==> src/rtl/core/text_mode_terminal_writer_defines.svh <==
// Assertion helpers for the terminal writer.
`ifndef TEXT_MODE_TERMINAL_WRITER_DEFINES_SVH
`define TEXT_MODE_TERMINAL_WRITER_DEFINES_SVH

`ifndef SYNTHESIS

// Property checked at every edge outside reset.
`define TMTW_ASSERT(lbl, clk_i, rstn_i, prop_i) \
	lbl: assert property (@(posedge clk_i) disable iff (!rstn_i) (prop_i)) \
		else $error("tmtw assertion failed");

// Consequent must hold in the cycle after the antecedent.
`define TMTW_ASSERT_NEXT(lbl, clk_i, rstn_i, ante_i, cons_i) \
	lbl: assert property (@(posedge clk_i) disable iff (!rstn_i) (ante_i) |=> (cons_i)) \
		else $error("tmtw assertion failed");

`else

`define TMTW_ASSERT(lbl, clk_i, rstn_i, prop_i)
`define TMTW_ASSERT_NEXT(lbl, clk_i, rstn_i, ante_i, cons_i)

`endif

`endif

==> src/rtl/core/tmtw_pkg.sv <==
`default_nettype none

package tmtw_pkg;

	localparam int COLUMNS_DEF = 80;
	localparam int ROWS_DEF    = 25;

	localparam int CELL_W = 16;

	localparam logic [7:0] ATTR_RESET = 8'h07;
	localparam logic [7:0] CH_NEWLINE = 8'd10;
	localparam logic [7:0] CH_SPACE   = 8'd32;

	typedef enum logic [1:0] {
		ACT_PUT   = 2'd0,
		ACT_CLEAR = 2'd1,
		ACT_READ  = 2'd2
	} action_t;

endpackage

`default_nettype wire

==> src/rtl/core/tmtw_addr_unit.sv <==
`default_nettype none

// Shared address unit: addr = mul_a * COLUMNS + add_b.
// Serves cursor writes, reads and the scroll source offset.
module tmtw_addr_unit #(
	parameter int COLUMNS = tmtw_pkg::COLUMNS_DEF,
	parameter int RW      = 5,
	parameter int AW      = 11
) (
	input  wire logic [RW-1:0] mul_a,
	input  wire logic [AW-1:0] add_b,
	output logic      [AW-1:0] addr
);

	localparam logic [AW-1:0] COLS_A = AW'(COLUMNS);

	logic [AW-1:0] prod;

	always_comb begin
		prod = AW'(mul_a) * COLS_A;
		addr = prod + add_b;
	end

endmodule

`default_nettype wire

==> config.mk <==
export PLATFORM = sky130hd
export DESIGN_NAME = tmtw_addr_unit
export DESIGN_NICKNAME = d
export VERILOG_FILES = /design/src/rtl/core/text_mode_terminal_writer_defines.svh /design/src/rtl/core/tmtw_pkg.sv /design/src/rtl/core/tmtw_addr_unit.sv
export SDC_FILE = /design/constraint.sdc
export NUM_CORES = 1
export LEC_CHECK = 0
export BUFFER_PORTS_ARGS = -buffer_cell sky130_fd_sc_hd__buf_2
export CAP_MARGIN = 15
export CORE_AREA = 2 2 39 41
export DETAILED_ROUTE_END_ITERATION = 10
export DIE_AREA = 0 0 41 43
export PLACE_DENSITY = 0.64
export SLEW_MARGIN = 20
export SYNTH_ARGS = -nofsm -noshare
export SYNTH_HDL_FRONTEND = slang
export SYNTH_SLANG_ARGS = --single-unit
==> constraint.sdc <==
create_clock -name vclk -period 3.51
set_input_delay 0.351 -clock vclk [all_inputs]
set_output_delay 0.351 -clock vclk [all_outputs]
set_load 0.05 [all_outputs]
* Yosys cells after proc, flatten, opt, wreduce, memory -nomap -nowiden *
Index checks and enable logic that the tools add are counted.

word-level totals
  flip-flop bits (word level) = 0
  bits in latches = 0
  bits in writable memories = 0
  ROM bits = 0
  input bits = 16
  output and inout port bits = 11
  logic and storage cells = 2
  memories = 0

operators by class
  add/subtract/negate cells = 1
  $mul = 1
  div/mod/pow operators = 0
  magnitude comparators = 0
  equal/unequal tests = 0
  shifts and indexed selects = 0
  muxes and demuxes = 0
  bitwise logic cells = 0
  reductions and logical operators = 0

operator list
  kind                                                                count
  11-bit adder                                                        1
  5-bit by 3-bit multiplier with 7-bit output, second input constant  1

* Depth between registers and ports, before layout *
  depth after elaboration = 2
  mapped depth = 8
  gate-level depth less buffers = 8

* Worst setup path after synthesis *
OpenSTA, ideal clock, no wires.

  path type = input -> output
  from = input mul_a[1]
  to = output addr[10]
  arrival = 2753 ps
  required time = 3159 ps
  slack = 406 ps
  cell stages on the path = 8
  buffers on the path = 0
  cells stage by stage = ha_1 -> ha_1 -> fa_1 -> xor2_1 -> ha_1 -> a21oi_1 -> o21ai_2 -> xnor2_1

on the way
  longest elaborated chain between the ends = 2

ends and longest elaborated chain
  element                                      line                  text
  start, declared                              tmtw_addr_unit.sv:10  input wire logic [RW-1:0] mul_a,
  5-bit by 3-bit multiplier with 7-bit output  tmtw_addr_unit.sv:20  prod = AW'(mul_a) * COLS_A;
  11-bit adder                                 tmtw_addr_unit.sv:21  addr = prod + add_b;
  end, declared                                tmtw_addr_unit.sv:12  output logic [AW-1:0] addr

Every way passes these cells.

* Final worst setup path *
Same ends and word-level chain as after synthesis.

==> results.yml <==
logic_synthesis:
  synth-xor-area-share: 0.181
  ys_seq_area_frac: 0
  muxShareOfSynthArea: 0
  synth_compound_area_frac: 0.169
  syn-num-nets: 77
  synth_cell_types: 19
  syn_area_um2: 429
  yosysWarnings: 0
  synth.avg_cell_area_um2: 9.13
  yosys.area_share.simple: 0.0933
  synthAdderAreaFrac: 0.443
  syn-instance-count: 47
  synth_top_family_by_area: "adder cells"
global_route:
  grt_pass1_wl_mm: 1.31
  grt_pass1_vias: 353
  grt_max_degree: 6
  antenna_found_initial: 0
  gr-usage-all-layers: 0.100
  grt_overflow: 0
sta:
  slew_headroom: 0.836
  tns_ps: 0
  hold_viol: 0
  slew_viol_final: 0
  fmax_mhz: 352
  finalCriticalPeriod_ps: 2840
  hold-worst-slack_ps: 702
  rsz0062_at_grt: "no"
  setup_viol: 0
  min_period_over_period: 0.809
  setup_slack_ps: 669
  worstMarginPinSlew_ps: 248
critical_path:
  cp.arrival_ps: 2490
  path_max_fanout: 3
  crit_type: "primary input to output pin"
  start_kind: "primary input"
  worst_ep_required_time_ps: 3160
  critPathCaptureType: "output pin"
final_layout:
  fill_cells: 155
  syn2layout_area_growth_pct: 19.8
  flops_and_latches: 0
  final_nets: 94
  seq_area_um2: 0
  instances_no_fill: 78
  final_area_um2: 514
  fin_util: 0.372
  clock_buffers: 0
  drive_gt1_frac: 0.435
  n_antenna_cell: 0
pwr:
  finalPower_mw: 0.219
  p_per_area_nw_per_um2: 427
  p_leak_nw: 0.279
  ir_drop_mv: 0.216
placed_design:
  routabilityCongestion: 0.790
  io_buffers: 19
  dpl_cell_area_um2: 514
  dp_cells: 78
  place_ws_ps: 638
  hpwl_um: 729
drt:
  finalWirelength_um: 764
  post_drt_via_cell_ratio: 4.56
  wire_per_inst_um: 9.79
  ant_nets: 0
  vias: 356
  drtIter0Drc: 0
  dr.pass1.iters: 1
  drc: 0
floorplan:
  die_x_um: 41
  core-area_um2: 1380
  die_h_um: 43
  initial_core_util: 0.310
  io_pins: 27
  die_area_um2: 1760
  placementRows: 14
cts:
  cts_resized: 0
  cts_setup_buffers: 0
  ctsHoldBuffers: 0
run_status:
  status: "finished, final reports clean"
hold_path:
  hp-class: "primary input to output pin"
  min_path_cells: 0
job:
  cap_violations: 0
-- routing by layer --
metal,part of all wire,track usage
met1,0.37,0.128
met2,0.57,0.184
met3,0.059,0.00524
met4,0,0
met5,0,0
-- area by class of cell --
cell class / count / area [µm²] / share of cell area
inverters: 5 / 18.8 / 0.0365
multi-input cells: 38 / 380 / 0.740
repair buffers: 19 / 95.1 / 0.185
well taps: 16 / 20.0 / 0.0389
-- cells in the final DEF, fill, tap and decap left out, drive strengths merged --
master and count:
xnor2 6, nor2 1, ha 12, fa 2, buf 19, o211ai 2
inv 5, xor2 2, o21ai 2, nor3 1, a21oi 4, nor2b 2
nand2 3, a21o 1
-- kinds of logic (layout without fill, tap and decap cells) --
kind of cell / after synthesis / after routing
adder cells (fa/ha/maj): 14 / 14
AND/OR/NAND/NOR: 7 / 7
AO/OA/AOI/OAI: 9 / 9
XOR/XNOR: 8 / 8
buffers and inverters: 9 / 24
-- final timing paths --
path                      from        to  slack, ps
worst max-delay path  mul_a[1]  addr[10]        670
worst min-delay path  add_b[0]   addr[0]        700
-- cells in the mapped netlist --
| master | n | area share |
|---|---|---|
| ha_1 | 12 | 0.35 |
| inv_1 | 5 | 0.044 |
| xnor2_1 | 5 | 0.10 |
| buf_4 | 4 | 0.070 |
| a21oi_2 | 3 | 0.061 |
| nand2_1 | 3 | 0.026 |
| fa_1 | 2 | 0.093 |
| xor2_1 | 2 | 0.041 |
| a21o_1 | 1 | 0.017 |
| a21oi_1 | 1 | 0.012 |
| nor2_1 | 1 | 0.0087 |
| nor2b_1 | 1 | 0.015 |
| nor2b_2 | 1 | 0.020 |
| nor3_2 | 1 | 0.023 |
| o211ai_1 | 1 | 0.017 |
| o211ai_2 | 1 | 0.029 |
| o21ai_1 | 1 | 0.012 |
| o21ai_2 | 1 | 0.020 |
| xnor2_2 | 1 | 0.038 |
-- critical path, stage by stage --
cell and delay, ps:
buf_2 120, ha_1 280, ha_1 220, fa_1 380
xor2_1 150, ha_1 310, a21oi_1 190, o21ai_2 80
xnor2_1 140, buf_2 270
-- power by group --
| group | internal, mW | switching [mW] |
|---|---|---|
| Sequential | 0 | 0 |
| Combinational | 0.0681 | 0.151 |
| Clock | 0 | 0 |
| Total | 0.0681 | 0.151 |
(Power assumes the default switching activity.)
